[config.mk]
export PLATFORM = sky130hd
export DESIGN_NAME = reservation_station_table
export DESIGN_NICKNAME = d
export VERILOG_FILES = /design/src/rtl/rs_tbl_pkg.sv /design/src/rtl/rs_tbl_cell.sv /design/src/rtl/reservation_station_table.sv
export SDC_FILE = /design/constraint.sdc
export NUM_CORES = 1
export LEC_CHECK = 0
export BUFFER_PORTS_ARGS = -buffer_cell sky130_fd_sc_hd__buf_4
export CORE_UTILIZATION = 30
export CTS_CLUSTER_SIZE = 28
export DETAILED_ROUTE_END_ITERATION = 8
export GPL_TIMING_DRIVEN = 0
export MAX_ROUTING_LAYER = met4
export PLACE_DENSITY = 0.51
export SLEW_MARGIN = 10
export SYNTH_ARGS = -nofsm -noshare
export SYNTH_HDL_FRONTEND = slang
export SYNTH_HIERARCHICAL = 1
export SYNTH_SLANG_ARGS = --single-unit
[constraint.sdc]
create_clock -name clk -period 12.21 [get_ports clk]
set_input_delay 1.221 -clock clk [delete_from_list [all_inputs] [get_ports clk]]
set_output_delay 1.221 -clock clk [all_outputs]
set_load 0.01 [all_outputs]
[src/rtl/rs_tbl_pkg.sv]
// shared types and constants for the reservation station table
// no dependencies; imported by rs_tbl_cell, reservation_station_table and tb
package rs_tbl_pkg;

  localparam int ENTRY_COUNT = 16;
  localparam int TAG_WIDTH   = 8;
  localparam int IDX_W       = $clog2(ENTRY_COUNT);
  localparam int ACT_W       = 5;
  localparam int NUM_W       = 32;

  typedef enum logic [1:0] {
    KIND_INSERT   = 2'd0,
    KIND_REMOVE   = 2'd1,
    KIND_WAKEUP   = 2'd2,
    KIND_SCHEDULE = 2'd3
  } kind_t;

  typedef enum logic [1:0] {
    ERR_OK        = 2'd0,
    ERR_NO_FREE   = 2'd1,
    ERR_NOT_FOUND = 2'd2,
    ERR_DUPLICATE = 2'd3
  } err_t;

  typedef struct packed {
    logic [1:0]           kind;
    logic [NUM_W-1:0]     inst_number;
    logic                 src1_present;
    logic [TAG_WIDTH-1:0] opnd1_tag;
    logic                 opnd1_rdy;
    logic                 src2_present;
    logic [TAG_WIDTH-1:0] opnd2_tag;
    logic                 opnd2_rdy;
    logic [TAG_WIDTH-1:0] wake_tag;
  } in_item_t;

  typedef struct packed {
    logic [1:0]       error_code;
    logic [IDX_W-1:0] slot_used;
    logic             has_space;
  } out_item_t;

  // state handed from one cell to the next
  typedef struct packed {
    logic       placed;    // an earlier cell took the insert
    logic [1:0] match_cnt; // remove matches so far, saturates at two
    logic       space;     // an earlier active cell is free after the op
  } chain_t;

endpackage

[src/rtl/rs_tbl_cell.sv]
// one entry of the reservation station table
// depends on rs_tbl_pkg; a row of these is chained in reservation_station_table
module rs_tbl_cell
  import rs_tbl_pkg::*;
(
  input  logic     clk,
  input  logic     rst_n,
  input  logic     go,
  input  in_item_t op,
  input  logic     act,
  input  chain_t   chain_in,
  output chain_t   chain_out,
  output logic     claim
);

  logic                 valid_r, valid_nxt;
  logic                 sched_r, sched_nxt;
  logic [NUM_W-1:0]     number_r;
  logic                 s1_present_r, s2_present_r;
  logic [TAG_WIDTH-1:0] s1_tag_r, s2_tag_r;
  logic                 s1_ready_r, s2_ready_r;

  logic match, rm, mark, wake1, wake2;

  always_comb begin
    match = valid_r && act && (number_r == op.inst_number);
    claim = go && (op.kind == KIND_INSERT) && act && !valid_r && !chain_in.placed;
    rm    = go && (op.kind == KIND_REMOVE) && match;
    mark  = go && (op.kind == KIND_SCHEDULE) && match;
    wake1 = go && (op.kind == KIND_WAKEUP) && valid_r && act && s1_present_r &&
            (s1_tag_r == op.wake_tag);
    wake2 = go && (op.kind == KIND_WAKEUP) && valid_r && act && s2_present_r &&
            (s2_tag_r == op.wake_tag);

    valid_nxt = valid_r;
    sched_nxt = sched_r;
    if (claim) begin
      valid_nxt = 1'b1;
      sched_nxt = 1'b0;
    end else if (rm) begin
      valid_nxt = 1'b0;
      sched_nxt = 1'b0;
    end else if (mark) begin
      sched_nxt = 1'b1;
    end

    chain_out.placed    = chain_in.placed | claim;
    chain_out.match_cnt = chain_in.match_cnt;
    if (rm && chain_in.match_cnt != 2'd2) begin
      chain_out.match_cnt = chain_in.match_cnt + 2'd1;
    end
    chain_out.space = chain_in.space | (act && !valid_nxt);
  end

  always_ff @(posedge clk) begin
    if (!rst_n) begin
      valid_r <= 1'b0;
      sched_r <= 1'b0;
    end else begin
      valid_r <= valid_nxt;
      sched_r <= sched_nxt;
    end
  end

  always_ff @(posedge clk) begin
    if (claim) begin
      number_r     <= op.inst_number;
      s1_present_r <= op.src1_present;
      s1_tag_r     <= op.opnd1_tag;
      s1_ready_r   <= op.opnd1_rdy;
      s2_present_r <= op.src2_present;
      s2_tag_r     <= op.opnd2_tag;
      s2_ready_r   <= op.opnd2_rdy;
    end else if (rm) begin
      s1_ready_r <= 1'b0;
      s2_ready_r <= 1'b0;
    end else begin
      if (wake1) s1_ready_r <= 1'b1;
      if (wake2) s2_ready_r <= 1'b1;
    end
  end

endmodule

[src/rtl/reservation_station_table.sv]
// reservation station table: a row of ENTRY_COUNT rs_tbl_cell entries
// depends on rs_tbl_pkg and rs_tbl_cell
//
// usage:
//   an item (insert, remove, wakeup or schedule) is taken at a rising edge
//   with start high and busy low. busy then goes high while the op is
//   applied to every entry at once.
//   each item gives exactly one result on out_item, with out_valid high for
//   one cycle; the result passes through pend_r (busy), then out_r and out_valid_r. the receiver cannot stall.
//   a new item is not taken while busy is high; the table updates in the busy
//   cycle through the cell row, and out_r then registers the result.
//   a new item may be started in the cycle in which the previous result shows.
//   the first-free search and the remove match count ripple along the row.
//   the user must write register 0 at byte address 0 (active_entries, 5 bits)
//   via apb only while idle; the block does not enforce it. values above the
//   depth act as it; reset empties the table and sets active_entries to it.
module reservation_station_table
  import rs_tbl_pkg::*;
(
  input  logic        clk,
  input  logic        rst_n,
  input  logic        start,
  output logic        busy,
  input  in_item_t    in_item,
  output logic        out_valid,
  output out_item_t   out_item,
  input  logic        psel,
  input  logic        penable,
  input  logic        pwrite,
  input  logic [2:0]  paddr,
  input  logic [31:0] pwdata,
  output logic [31:0] prdata,
  output logic        pready
);

  logic [ACT_W-1:0] active_r;
  logic             pend_r;
  in_item_t         op_r;
  logic             out_valid_r;
  out_item_t        out_r;

  logic [ACT_W:0]         live;
  logic [ENTRY_COUNT-1:0] act;
  logic [ENTRY_COUNT-1:0] claim;
  chain_t                 chain [ENTRY_COUNT+1];
  logic [IDX_W-1:0]       slot;
  out_item_t              out_nxt;
  logic                   reg_sel;

  assign pready  = 1'b1;
  assign reg_sel = (paddr[2] == 1'b0);
  assign prdata  = reg_sel ? {{(32-ACT_W){1'b0}}, active_r} : 32'd0;

  assign busy      = pend_r;
  assign out_valid = out_valid_r;
  assign out_item  = out_r;

  always_comb begin
    if ({1'b0, active_r} > (ACT_W+1)'(ENTRY_COUNT)) begin
      live = (ACT_W+1)'(ENTRY_COUNT);
    end else begin
      live = {1'b0, active_r};
    end
    for (int i = 0; i < ENTRY_COUNT; i++) begin
      act[i] = ((ACT_W+1)'(i) < live);
    end
  end

  assign chain[0] = '{placed: 1'b0, match_cnt: 2'd0, space: 1'b0};

  for (genvar g = 0; g < ENTRY_COUNT; g++) begin : g_cell
    rs_tbl_cell u_cell (
      .clk       (clk),
      .rst_n     (rst_n),
      .go        (pend_r),
      .op        (op_r),
      .act       (act[g]),
      .chain_in  (chain[g]),
      .chain_out (chain[g+1]),
      .claim     (claim[g])
    );
  end

  always_comb begin
    slot = '0;
    for (int i = 0; i < ENTRY_COUNT; i++) begin
      if (claim[i]) slot = slot | IDX_W'(i);
    end
  end

  always_comb begin
    out_nxt.error_code = ERR_OK;
    out_nxt.slot_used  = '0;
    out_nxt.has_space  = chain[ENTRY_COUNT].space;
    case (op_r.kind)
      KIND_INSERT: begin
        if (chain[ENTRY_COUNT].placed) out_nxt.slot_used = slot;
        else                           out_nxt.error_code = ERR_NO_FREE;
      end
      KIND_REMOVE: begin
        if (chain[ENTRY_COUNT].match_cnt == 2'd0) out_nxt.error_code = ERR_NOT_FOUND;
        else if (chain[ENTRY_COUNT].match_cnt == 2'd2) out_nxt.error_code = ERR_DUPLICATE;
      end
      default: begin
        out_nxt.error_code = ERR_OK;
      end
    endcase
  end

  always_ff @(posedge clk) begin
    if (!rst_n) begin
      active_r    <= ACT_W'(ENTRY_COUNT);
      pend_r      <= 1'b0;
      out_valid_r <= 1'b0;
    end else begin
      if (psel && penable && pwrite && reg_sel) begin
        active_r <= pwdata[ACT_W-1:0];
      end
      pend_r      <= start && !pend_r;
      out_valid_r <= pend_r;
    end
  end

  always_ff @(posedge clk) begin
    if (start && !pend_r) op_r <= in_item;
    if (pend_r) out_r <= out_nxt;
  end

`ifndef SYNTHESIS
  a_one_claim: assert property (@(posedge clk) disable iff (!rst_n) $onehot0(claim))
    else $error("more than one entry took an insert");
  a_result_follows: assert property (@(posedge clk) disable iff (!rst_n)
    (start && !busy) |=> busy ##1 out_valid)
    else $error("item did not produce a result two cycles later");
  a_no_overlap: assert property (@(posedge clk) disable iff (!rst_n)
    out_valid |-> !busy)
    else $error("result shown while an item is in flight");
  a_slot_ok: assert property (@(posedge clk) disable iff (!rst_n)
    (out_valid && out_item.slot_used != '0) |-> (out_item.error_code == ERR_OK))
    else $error("nonzero slot reported with an error");
`endif

endmodule

==> results by group, run 1 <==
Run status
  – Status: finished, violations left
  – Violated checks: negative setup slack

Clocking
  – Root buf cell: clkbuf_16
  – Clock Path Buffers: 3
  – CTS sink count: approximately 580
  – Clock slew at the register clock pins of the worst setup and hold paths: roughly 0.060 ns
  – Clock Latency Late Sink: approximately 0.62 ns
  – TritonCTS buffer count: 58
  – H-tree levels: 2
  – CTS tree: done

Cells and area
  – Multi-input logic area: 8390 sq um
  – Post-route cell area: ~32000 sq um
  – Post-route insts no fill: 3183
  – Area Growth Syn to Fin: 26.1%
  – # diodes: 0
  – Fillers: between 7000 and 8000
  – Sequential Area: ~17000 sq um
  – NumNets Final: 2119
  – Layout cells sized above 1: about a quarter

Timing
  – Worst slew pin tran: roughly 0.91 ns
  – Post-route setup TNS: -0.106 ns
  – Fin. max-slew vios: 0
  – Clk_skew: 0.0233 ns
  – Final Setup Violations: 2
  – Fin crit period: 12.28 ns
  – Unrepaired setup endpoints after global routing: yes
  – Crit share post-route: 101%
  – Worst setup margin: -0.0681 ns
  – Fmax: a little over 0.08 GHz
  – Slew headroom: about 39%
  – Worst hold margin: 0.558 ns
  – Final hold violations: 0

Drt
  – First-pass DRT Iterations: 7
  – Final ANT Viol Nets: 0
  – DR iter-0 viols: about 850
  – Drt drc: 0
  – DRT Wirelength: 59000 microns
  – Routed len/inst: between 15 and 20 microns
  – Vias/cell: ~4.5
  – Via count: 14300

GRT
  – Largest net degree at the start of global routing: 35
  – First-pass GRT wire length: about 90000 microns
  – Total GRT Usage: between 10 and 15%
  – Gr ovfl total: 0
  – Vias in the first global route: between 10000 and 15000
  – Initial antenna violation count: 0

Critical path
  – Worst setup path end: out_item[5]$_DFFE_PP_
  – CP required: 12.56 ns
  – Max stage delay on crit path: between 0.4 and 0.5 ns
  – R2r setup slk: -0.07 ns
  – Critical Path Start: active_r[1]$_SDFFE_PN0P_
  – Worst r2r path cells: 70
  – Reg-to-Reg Start: active_r[1]$_SDFFE_PN0P_
  – CP Capture Type: register
  – Worst-path fanout max: 4
  – Type of origin of the critical path: register
  – Crit Path Category: reg -> reg
  – FF-to-FF End: out_item[5]$_DFFE_PP_
  – Arr. time, crit path: about 13 ns
  – Crit path top cell by count: ha_2
  – Slowest stage cell, crit path: dfxtp_1

Floorplan
  – Die area: 86500 sq um
  – Initial Util: 30.5%
  – I/O Pins: 145
  – Core area: roughly 84000 sq um
  – Rows: between 100 and 150
  – Die height: just under 300 microns
  – Width of the die: 294 microns

Synth
  – Synthesized area: approximately 26000 sq um
  – Syn Area/Cell: 15.3 sq um
  – Mapped Cells: 1672
  – Yosys warning count: 6

Power
  – VDD IR-drop max: between 0.0001 and 0.00015 V
  – Total power: ~4.5 mW
  – Pwr/cell area: 138 nW/um^2
  – Static Leakage: around 11 nW

Placed design
  – Routability Congestion: roughly 0.81
  – Hpwl dp: between 40000 and 50000 microns
  – Inst Count DP: approximately 3000
  – Placed cell area: slightly below 30000 sq um
  – Port bufs: ~60

Worst hold path
  – Worst hold path type: reg -> reg

Run
  – Max_cap viols: 0
==> area by class of cell <==
class,count,area share (%)
clock inverters,32,1.46
plain buffers,35,0.790
well taps,1134,4.39
repair buffers,237,8.42
flip-flops and latches,576,52.9
inverters,105,1.22
multi-input cells,987,26.0
clock buffers,77,4.87
==> worst min-delay path by stage <==
stage | start | end | slack [ns] | cells after the start
2_1_floorplan | g_cell[10].u_cell/valid_r$_SDFF_PN0_ | g_cell[10].u_cell/valid_r$_SDFF_PN0_ | 0.50 | 2
3_3_place_gp | g_cell[3].u_cell/valid_r$_SDFF_PN0_ | g_cell[3].u_cell/valid_r$_SDFF_PN0_ | 0.52 | 2
3_5_place_dp | g_cell[3].u_cell/valid_r$_SDFF_PN0_ | g_cell[3].u_cell/valid_r$_SDFF_PN0_ | 0.53 | 2
4_1_cts | g_cell[3].u_cell/valid_r$_SDFF_PN0_ | g_cell[3].u_cell/valid_r$_SDFF_PN0_ | 0.55 | 2
5_1_grt | g_cell[3].u_cell/valid_r$_SDFF_PN0_ | g_cell[3].u_cell/valid_r$_SDFF_PN0_ | 0.59 | 2
6_report | active_r[0]$_SDFFE_PN0P_ | active_r[0]$_SDFFE_PN0P_ | 0.56 | 2
==> through the flow <==
stage / utilization (%) / worst slack (ns)
floorplan: - / 0.0836
global placement: 32.9 / -1.48
detailed placement: 34.8 / -1.03
CTS: 37.8 / -0.0244
global route: 38.4 / -0.745
finish: 38.4 / -0.0681
==> worst max-delay path: cells and delay by family (launching register included) <==
kind / cells / cell delay [ns]
AND/OR/NAND/NOR: 18 / 4.23
adder cells (fa/ha/maj): 13 / 2.67
XOR/XNOR: 13 / 1.99
buffers and inverters: 22 / 1.96
multiplexers: 3 / 0.65
flip-flops: 1 / 0.48
AO/OA/AOI/OAI: 1 / 0.06
==> where the power goes <==
part	switching (mW)	internal, mW
clock network	0.742	1.16
registers	0.0214	2.20
logic	0.186	0.156
total	0.950	3.51
==> per-layer routing <==
layer / global-route usage (%) / wire length (microns) / vias to the layer above
met4: 3.47 / 1280 / 0
met1: 17.3 / 25700 / 7176
met2: 24.2 / 29900 / 262
met5: - / 0 / -
li1: - / - / 6812
met3: 1.75 / 2090 / 84
==> repair_timing <==
action,4_1_cts,5_1_grt
hold buffers,0,0
setup endpoints to repair,2,2
setup buffers,61,45
pin swaps,11,11
resized for setup,27,31
==> registers in the layout, indices dropped and copies added, names as in the netlist <==
name / flops
g_cell.u_cell/valid_r: 16
out_valid: 1
busy: 1
out_item: 7
g_cell.u_cell/number_r: 512
active_r: 5
op_r: 34
==> cell usage in the layout (no fill, tap or decap), types with 13 or more instances in the layout <==
| master | n |
|---|---|
| xor2_1 | 412 |
| inv_1 | 90 |
| nand3b_1 | 18 |
| mux2i_1 | 13 |
| edfxtp_1 | 553 |
| buf_4 | 190 |
| ha_2 | 13 |
| buf_8 | 29 |
| conb_1 | 34 |
| dfxtp_1 | 19 |
| clkbuf_1 | 17 |
| clkbuf_16 | 61 |
| xnor2_1 | 76 |
| nor4_4 | 18 |
| nor2b_1 | 21 |
| buf_16 | 31 |
| nor4_1 | 96 |
| o31ai_1 | 27 |
| inv_2 | 15 |
| nand2_1 | 30 |
| buf_6 | 13 |
| nand4_1 | 15 |
| nor2_1 | 14 |
(Power assumes the default switching activity.)
==> run 2: changes to the inputs <==
--- a/config.mk
+++ b/config.mk
@@ -6,12 +6,14 @@
 export NUM_CORES = 1
 export LEC_CHECK = 0
 export BUFFER_PORTS_ARGS = -buffer_cell sky130_fd_sc_hd__buf_4
+export CELL_PAD_IN_SITES_DETAIL_PLACEMENT = 0
+export CELL_PAD_IN_SITES_GLOBAL_PLACEMENT = 2
 export CORE_UTILIZATION = 30
 export CTS_CLUSTER_SIZE = 28
 export DETAILED_ROUTE_END_ITERATION = 8
 export GPL_TIMING_DRIVEN = 0
 export MAX_ROUTING_LAYER = met4
-export PLACE_DENSITY = 0.51
+export PLACE_DENSITY = 0.63
 export SLEW_MARGIN = 10
 export SYNTH_ARGS = -nofsm -noshare
 export SYNTH_HDL_FRONTEND = slang
==> results by group, run 2 (same netlist as run 1, synthesis figures left out) <==
Cells and area
  – Commonest non-fill, non-tap cell in the layout: edfxtp_1 (unchanged)
  – Max reg flops: 512 (unchanged)
  – Layout cells sized above 1: 24.2% (was 23.5%)
  – Commonest non-fill, non-tap cells in the layout: edfxtp_1, xor2_1, buf_4, nor4_1, inv_1 (unchanged)
  – NumNets Final: 2138 (was 2119)
  – # diodes: 0 (unchanged)
  – Largest regs: g_cell.u_cell/number_r (512), op_r (34), g_cell.u_cell/valid_r (16) (unchanged)
  – Area Growth Syn to Fin: 27.9% (was 26.1%)
  – Biggest register: g_cell.u_cell/number_r (unchanged)
  – Fillers: 7892 (was 7814)

Critical path
  – Crit path max-delay family: simple AND/OR/NAND/NOR gates (unchanged)
  – Max stage delay on crit path: 0.51 ns (was 0.48 ns)
  – Arr. time, crit path: 12.54 ns (was 12.63 ns)
  – Crit Path Category: reg -> reg (unchanged)
  – FF-to-FF End: out_item[5]$_DFFE_PP_ (unchanged)
  – Worst Path Buf+Inv: 28 (was 22)
  – Type of origin of the critical path: register (unchanged)
  – Critical Path Start: active_r[3]$_SDFFE_PN0P_ (was active_r[1]$_SDFFE_PN0P_)
  – CP required: 12.65 ns (was 12.56 ns)
  – Slowest stage cell, crit path: nor4_1 (was dfxtp_1)
  – Crit path top cell by count: buf_4 (was ha_2)
  – Reg-to-Reg Start: active_r[3]$_SDFFE_PN0P_ (was active_r[1]$_SDFFE_PN0P_)
  – Total stage count of the critical path: 72 (was 70)
  – Worst r2r path cells: 72 (was 70)
  – CP Capture Type: register (unchanged)
  – Worst-path fanout max: 3 (was 4)
  – Worst setup path end: out_item[5]$_DFFE_PP_ (unchanged)
  – R2r setup slk: 0.11 ns (was -0.07 ns)

Drt
  – Routed len/inst: 19.3 microns (was 18.5 microns)
  – First-pass DRT Iterations: 5 (was 7)
  – Via count: 14400 (was 14300)
  – Vias/cell: 4.51 (was 4.50)
  – Final ANT Viol Nets: 0 (unchanged)
  – DR iter-0 viols: 863 (was 848)
  – DRT Wirelength: 61900 microns (was 59000 microns)
  – Drt drc: 0 (unchanged)

Clocking
  – CTS tree: done (unchanged)
  – Clock Latency Late Sink: 0.61 ns (was 0.62 ns)
  – Clock Path Buffers: 3 (unchanged)
  – Clock slew at the register clock pins of the worst setup and hold paths: 0.06 ns (about the same)
  – CTS sink count: 576 (unchanged)
  – Root buf cell: clkbuf_16 (unchanged)
  – H-tree levels: 3 (was 2)
  – TritonCTS buffer count: 70 (was 58)

GRT
  – Vias in the first global route: 14600 (was 14700)
  – Largest net degree at the start of global routing: 35 (unchanged)
  – Initial antenna violation count: 0 (unchanged)
  – Total GRT Usage: 14.9% (was 14.0%)
  – First-pass GRT wire length: 92500 microns (was 89700 microns)
  – Gr ovfl total: 0 (unchanged)

Timing
  – Unrepaired setup endpoints after global routing: yes (unchanged)
  – Fmax: 0.0826 GHz (was 0.0814 GHz)
  – Clk_skew: 0.0250 ns (was 0.0233 ns)
  – Worst slew pin tran: 0.935 ns (was 0.909 ns)
  – Final Setup Violations: 0 (was 2)
  – Crit share post-route: 99.1% (was 101%)
  – Worst hold margin: 0.527 ns (was 0.558 ns)
  – Final hold violations: 0 (unchanged)
  – Fin crit period: 12.10 ns (was 12.28 ns)
  – Slew headroom: 37.2% (was 38.9%)
  – Fin. max-slew vios: 0 (unchanged)

Placed design
  – Port bufs: 59 (unchanged)
  – Routability Congestion: 0.780 (was 0.810)
  – Hpwl dp: 43000 microns (was 40200 microns)

Floorplan
  – Die height: 294 microns (unchanged)
  – I/O Pins: 145 (unchanged)
  – Initial Util: 30.5% (unchanged)
  – Width of the die: 294 microns (unchanged)
  – Die area: 86500 sq um (unchanged)
  – Rows: 106 (unchanged)
  – Core area: 84100 sq um (unchanged)

Worst hold path
  – Worst hold path type: reg -> reg (unchanged)

Power
  – Static Leakage: 11.6 nW (was 11.4 nW)
  – VDD IR-drop max: 0.000121 V (was 0.000105 V)
  – Total power: 4.59 mW (was 4.46 mW)
  – Pwr/cell area: 140 nW/um^2 (was 138 nW/um^2)

Run status
  – Status: finished clean (was finished, violations left)

Run
  – Max_cap viols: 0 (unchanged)
-- run 2: per-stage QoR --
stage               cells  area, sq um  setup TNS [ns]  setup slack [ns]  util (%)
finish               3203        32700               0             0.107      38.9
global route         3203        32700           -1.16            -0.596      38.9
CTS                  3175        32400          -0.761            -0.381      38.6
detailed placement   2975        29400           -2.86             -1.46      34.9
global placement     2897        27700           -3.62             -1.89      32.9
floorplan            1704        25800               0            0.0836         -
-- run 2: cell type report --
class / instances / area (sq um) / area share (%)
Buffer: 34 / 253 / 0.772
Clock buffer: 84 / 1840 / 5.61
Clock inverter: 38 / 385 / 1.18
Inverter: 105 / 394 / 1.20
Multi-Input combinational cell: 987 / 8450 / 25.8
Sequential cell: 576 / 17100 / 52.2
Tap cell: 1134 / 1420 / 4.33
Timing Repair Buffer: 245 / 2930 / 8.95
-- run 2: repair_timing --
action | 4_1_cts | 5_1_grt
endpoints found under the setup margin | 2 | 2
hold buffers | 0 | 0
buffers inserted | 79 | 29
pin swaps | 45 | 38
resized for setup | 50 | 17
-- run 2: layer usage --
layer	global-route usage [%]	share of wire, %	up-vias
met3	3.16	5.3	91
met2	23.0	46	319
met5	-	0	-
li1	-	-	6853
met1	19.5	46	7180
met4	4.76	2.7	0
-- run 2: worst min path at each step --
| stage | startpoint | end | slack (ns) | depth (start not counted) |
|---|---|---|---|---|
| finish | active_r[0]$_SDFFE_PN0P_ | active_r[0]$_SDFFE_PN0P_ | 0.53 | 2 |
| global route | active_r[0]$_SDFFE_PN0P_ | active_r[0]$_SDFFE_PN0P_ | 0.53 | 2 |
| CTS | g_cell[10].u_cell/valid_r$_SDFF_PN0_ | g_cell[10].u_cell/valid_r$_SDFF_PN0_ | 0.54 | 2 |
| detailed placement | g_cell[10].u_cell/valid_r$_SDFF_PN0_ | g_cell[10].u_cell/valid_r$_SDFF_PN0_ | 0.53 | 2 |
| global placement | g_cell[10].u_cell/valid_r$_SDFF_PN0_ | g_cell[10].u_cell/valid_r$_SDFF_PN0_ | 0.53 | 2 |
| floorplan | g_cell[10].u_cell/valid_r$_SDFF_PN0_ | g_cell[10].u_cell/valid_r$_SDFF_PN0_ | 0.50 | 2 |
-- run 2: tightest hold or removal path, delay by kind of cell, from the launching register on --
family	cells	cell delay, ns
multiplexers	1	0.05
AND/OR/NAND/NOR	1	0.07
flip-flops	1	0.37
-- run 2: report_power, final --
part | leakage (nW) | total, mW | switching [mW] | internal (mW)
logic | 5.31 | 0.354 | 0.192 | 0.162
registers | 5.20 | 2.22 | 0.0227 | 2.20
clock network | 1.09 | 2.02 | 0.815 | 1.20
total | 11.6 | 4.59 | 1.03 | 3.56
